$ cat src/go_back_n_sender_assert.svh
// go_back_n_sender_assert.svh: assertion macros
`ifndef GO_BACK_N_SENDER_ASSERT_SVH
`define GO_BACK_N_SENDER_ASSERT_SVH
`ifndef SYNTHESIS
`define GBN_ASSERT_IMP(label, clk, rst, ante, cons, msg) \
   label: assert property (@(posedge clk) disable iff (rst) (ante) |-> (cons)) else $error(msg);
`define GBN_ASSERT_NXT(label, clk, rst, ante, cons, msg) \
   label: assert property (@(posedge clk) disable iff (rst) (ante) |=> (cons)) else $error(msg);
`else
`define GBN_ASSERT_IMP(label, clk, rst, ante, cons, msg)
`define GBN_ASSERT_NXT(label, clk, rst, ante, cons, msg)
`endif
`endif

$ cat src/gbn_pkg.sv
// ----------------------------------------------------------------------------
// gbn_pkg: shared types and constants of the go-back-n sender
// ----------------------------------------------------------------------------
package gbn_pkg;
   localparam logic [1:0] MODE_MSG = 2'd0;
   localparam logic [1:0] MODE_ACK = 2'd1;
   localparam logic [1:0] MODE_TMO = 2'd2;
   localparam logic [1:0] TMR_NONE = 2'd0;
   localparam logic [1:0] TMR_START = 2'd1;
   localparam logic [1:0] TMR_STOP = 2'd2;
   localparam logic [1:0] ST_OK = 2'd0;
   localparam logic [1:0] ST_FULL = 2'd1;
   localparam logic [1:0] ST_BADSUM = 2'd2;
   localparam logic [1:0] ST_OUTWIN = 2'd3;
   localparam logic [1:0] REG_WINDOW = 2'd0;
   localparam logic [1:0] REG_TIMEOUT = 2'd1;
   localparam int PAIRS = 10;

   typedef struct packed {
      logic [1:0]  mode;
      logic [63:0] payload_word0;
      logic [63:0] payload_word1;
      logic [31:0] payload_word2;
      logic [15:0] ack_seq_field;
      logic signed [15:0] ack_number;
      logic [15:0] ack_check_value;
   } req_type;

   typedef struct packed {
      logic        packet_valid;
      logic [11:0] seq_out;
      logic [15:0] check_out;
      logic [63:0] payload_out0;
      logic [63:0] payload_out1;
      logic [31:0] payload_out2;
      logic [1:0]  timer_command;
      logic [15:0] timer_length;
      logic [1:0]  status;
      logic        last;
   } rsp_type;

   typedef struct packed {
      logic        start;
      logic [15:0] seq;
      logic [15:0] ack;
   } sum_ctl_type;

   function automatic logic [7:0] byte_of(input logic [159:0] p, input logic [4:0] k);
      logic [7:0] b;
      b = p[159 - 8 * k -: 8];
      return b;
   endfunction
endpackage

$ cat src/gbn_checksum.sv
// ----------------------------------------------------------------------------
// gbn_checksum: serial checksum, one byte pair per cycle
// Walks the 20 payload bytes as 10 pairs, stops at the first zero byte,
// then adds seq and ack and inverts.
// ----------------------------------------------------------------------------
module gbn_checksum (
   input  logic                  clock,
   input  logic                  reset,
   input  gbn_pkg::sum_ctl_type  ctl,
   input  logic [159:0]          payload,
   output logic                  done,
   output logic [15:0]           sum
);
   logic [3:0]   idx_ff, idx_in;
   logic         busy_ff, busy_in;
   logic         fin_ff, fin_in;
   logic [15:0]  acc_ff, acc_in;
   logic [159:0] pay_ff, pay_in;
   logic [15:0]  seq_ff, seq_in, ack_ff, ack_in;
   logic [7:0]   hi, lo;

   always_comb begin
      hi = gbn_pkg::byte_of(pay_ff, {idx_ff, 1'b0});
      lo = gbn_pkg::byte_of(pay_ff, {idx_ff, 1'b1});
      idx_in = idx_ff;
      busy_in = busy_ff;
      fin_in = 1'b0;
      acc_in = acc_ff;
      pay_in = pay_ff;
      seq_in = seq_ff;
      ack_in = ack_ff;
      if (ctl.start) begin
         busy_in = 1'b1;
         idx_in = '0;
         acc_in = '0;
         pay_in = payload;
         seq_in = ctl.seq;
         ack_in = ctl.ack;
      end else if (busy_ff) begin
         if (hi == 8'd0 || lo == 8'd0 || idx_ff == 4'(gbn_pkg::PAIRS - 1)) begin
            if (hi != 8'd0 && lo != 8'd0) acc_in = acc_ff + {hi, lo};
            busy_in = 1'b0;
            fin_in = 1'b1;
         end else begin
            acc_in = acc_ff + {hi, lo};
            idx_in = idx_ff + 4'd1;
         end
      end
   end

   always_ff @(posedge clock) begin
      if (reset) begin
         busy_ff <= 1'b0;
         fin_ff <= 1'b0;
      end else begin
         busy_ff <= busy_in;
         fin_ff <= fin_in;
      end
      idx_ff <= idx_in;
      acc_ff <= acc_in;
      pay_ff <= pay_in;
      seq_ff <= seq_in;
      ack_ff <= ack_in;
   end

   assign done = fin_ff;
   assign sum = ~(acc_ff + seq_ff + ack_ff);
endmodule

$ cat config.mk
export PLATFORM = sky130hd
export DESIGN_NAME = gbn_checksum
export DESIGN_NICKNAME = d
export VERILOG_FILES = /design/src/go_back_n_sender_assert.svh /design/src/gbn_pkg.sv /design/src/gbn_checksum.sv
export SDC_FILE = /design/constraint.sdc
export NUM_CORES = 1
export LEC_CHECK = 0
export BUFFER_PORTS_ARGS = -buffer_cell sky130_fd_sc_hd__buf_4
export CORE_UTILIZATION = 55
export DETAILED_ROUTE_END_ITERATION = 8
export PLACE_DENSITY = 0.81
export SLEW_MARGIN = 5
export SYNTH_ARGS = -nofsm -noshare
export SYNTH_HDL_FRONTEND = slang
export SYNTH_SLANG_ARGS = --single-unit
$ cat constraint.sdc
create_clock -name clock -period 5.6 [get_ports clock]
set_clock_uncertainty 0.2 [all_clocks]
set_input_delay 0.84 -clock clock [delete_from_list [all_inputs] [get_ports clock]]
set_output_delay 0.84 -clock clock [all_outputs]
set_load 0.01 [all_outputs]
==> results.toml <==
[sta]
fin_tns_setup_ps = 0
maxSlewHeadroom_pct = 48.5
post-route-min-period_ps = 4870
fmax_mhz = 205
rsz0062_at_grt = "no"
setup_violations = 0
maxSlewViolCount = 0
fin_hold_ws_ps = 290
worstMarginPinSlew_ps = 773
hold_violations = 0
post-route-period-util_pct = 87.0

[job]
maxCapViolations = 0

[floorplan]
fp-row-count = 48
core_area_um2 = 17400
pin_count = 212
die_h_um = 136
dieArea_um2 = 18400
dieWidth_um = 136
initial_core_util_pct = 56.5

[global_routing]
overflow = 0
grt_max_degree = 104
grt_usage_pct = 23.4
grt_antenna_before_repair = 0
grt_pass1_vias = 6350
grt_pass1_wl_um = 32400

[worst_setup_path]
worstReg2RegStart = "idx_ff[2]"
cp.required_ps = 4560
critPathLaunchType = "flip-flop"
crit_path_start = "acc_ff[1]"
rrSetupSlack_ps = 980
crit_fanout = 4
path_class = "flip-flop to output port"
crit_arrival_ps = 3830
cp-end-kind = "output port"

[synthesis]
synth_cell_types = 56
synth_edf_count = 192
synthArstFlopShare_pct = 0
synth_nets = 877
synth_top_flop_cell = "edfxtp_1"
yosysWarnings = 0
synth_seq_cells = 214
yosysSeqAreaShare_pct = 63.2
synth_cells = 632
synth_area_um2 = 9810
syn_avg_cell_area_um2 = 15.5

[cts]
post_cts_buffers = 0
clkLatencyLatePin_ps = 520
clock_sinks = 214
cts_made_buffers = 23
h-tree-depth = 1
clk_pin_slew_ps = 60
cts_resized = 0
cts.path.max_buffers = 3
cts_hold_buf = 0
cts-root-buf = "clkbuf_16"
cts_tree = "yes"

[drt]
avgViaCountPerCell = 5.64
drc = 0
wl_per_cell_um = 19.2
drt-pass1-iter-count = 5
routedLengthMet1_um = 8350
routed_wl_um = 21000
ant_nets = 0
vias = 6174
drt-initial-drc-count = 359
top_layer_used = "met4"
dr_wl_met2_um = 10400
wl_met3_um = 1550

[finish]
seqCellArea_um2 = 6210
area_growth_pct = 25.1
drive_above_1_share_pct = 33.6
multi_input_area_um2 = 3390
nFillCells = 1161
nNetsFinal = 1098
antenna_cells = 0

[placed_design]
dp_hpwl_um = 15800
gp_congestion = 0.943
numPortBuffers = 211

[hold_path]
hold_path_class = "input pin to flip-flop"
hp-start = "payload[151]"

[power_and_ir_drop]
power.leakage_nw = 4.86
vdd_ir_drop_max_uv = 303
power_density_nw_per_um2 = 389

[outcome]
status = "complete, no violations"
-- synthesized netlist by cell type (3+ instances only) --
cell type	n	share of area, %
nand2b_1	3	0.19
nor2_1	37	1.4
nor3_1	16	0.82
nand4_1	3	0.19
and3_1	5	0.32
o21bai_1	4	0.31
nand2_1	22	0.84
buf_2	5	0.25
xnor2_1	22	2.0
a21oi_1	32	1.6
mux2_2	9	1.0
xor2_1	7	0.62
a31oi_1	5	0.32
nand3_1	12	0.61
edfxtp_1	192	59
buf_6	3	0.34
nor4_1	5	0.32
inv_1	17	0.65
buf_4	5	0.38
dfxtp_1	22	4.5
fa_1	17	3.5
mux2_1	3	0.34
and2_1	6	0.38
nor2b_1	7	0.45
ha_1	33	4.2
or3_1	5	0.32
o21ai_0	7	0.36
a211oi_1	8	0.61
o21ai_1	8	0.41
mux4_2	27	6.2
o22ai_1	7	0.45
a21o_1	5	0.38
clkbuf_1	6	0.23
mux2i_1	41	4.2
-- worst paths after layout --
kind                            cells past startpoint     endpoint
worst min-delay path                                1  pay_ff[151]
worst max-delay path                               12      sum[15]
worst max register to register                     15   acc_ff[15]
worst min register to register                      1         done
-- critical path, stage by stage, from the launching register on --
cell and delay [ps]:
dfxtp_1 460, fa_1 450, ha_1 240, fa_1 420, a21o_1 180, a21oi_1 210
o21bai_1 120, a31o_2 290, a211oi_1 360, o31ai_1 120, a21oi_1 190, xnor2_1 150
buf_4 140
-- state kept, by name, indices dropped and copies added, names as in the netlist --
signal   count
acc_ff      16
seq_ff      16
busy_ff      1
ack_ff      16
idx_ff       4
done         1
pay_ff     160
-- layout by cell type, fill, tap and decap left out, types with 7 or more instances in the layout --
cell type  Yosys  final
a211oi_1       8      8
a21oi_1       32     32
buf_4          5    216
clkbuf_16      0     23
dfxtp_1       22     21
edfxtp_1     192    192
fa_1          17     17
ha_1          33     33
inv_1         17     17
mux2_2         9      9
mux2i_1       41     41
mux4_2        27     27
nand2_1       22     22
nand3_1       12     12
nor2_1        37     37
nor2b_1        7      7
nor3_1        16     16
o21ai_0        7      7
o21ai_1        8      8
o22ai_1        7      7
xnor2_1       22     22
xor2_1         7      7
-- metal layers --
metal / track usage, % / vias up
met3: 5.20 / 50
met1: 29.8 / 2957
met2: 39.3 / 276
met5: 0 / -
met4: 8.74 / 0
li1: - / 2891
-- per-stage QoR --
stage,utilization [%],setup WS [ps],instances,power (mW),instance area [um2]
after floorplan,-,1500,632,2.89,9810
after global placement,66.7,1320,1053,3.35,11600
after detailed placement,66.7,1090,1053,3.40,11600
after CTS,70.7,710,1095,4.80,12300
after global routing,70.7,419,1095,5.01,12300
final,70.7,727,1095,4.77,12300
-- kinds of logic (layout without fill, tap and decap cells) --
group,after synthesis,in the layout,share of synthesized area [%]
XOR/XNOR,30,30,2.75
buffers and inverters,39,277,2.26
flip-flops,214,214,63.2
multiplexers,80,80,11.8
adder cells (fa/ha/maj),50,50,7.67
AND/OR/NAND/NOR,132,132,6.90
AO/OA/AOI/OAI,87,87,5.43
-- cell type report --
cell class              instances  share of cell area (%)
flip-flops and latches        214                    50.6
multi-input cells             379                    27.6
repair buffers                217                    13.3
clock buffers                  29                    4.87
well taps                     225                    2.29
clock inverters                13                   0.805
inverters                      18                   0.550
-- report_power, final --
part           internal (mW)  switching, mW
combinational          0.694          0.684
sequential              1.90         0.0946
clock                  0.806          0.593
total                   3.40           1.37
(Power assumes the default switching activity.)
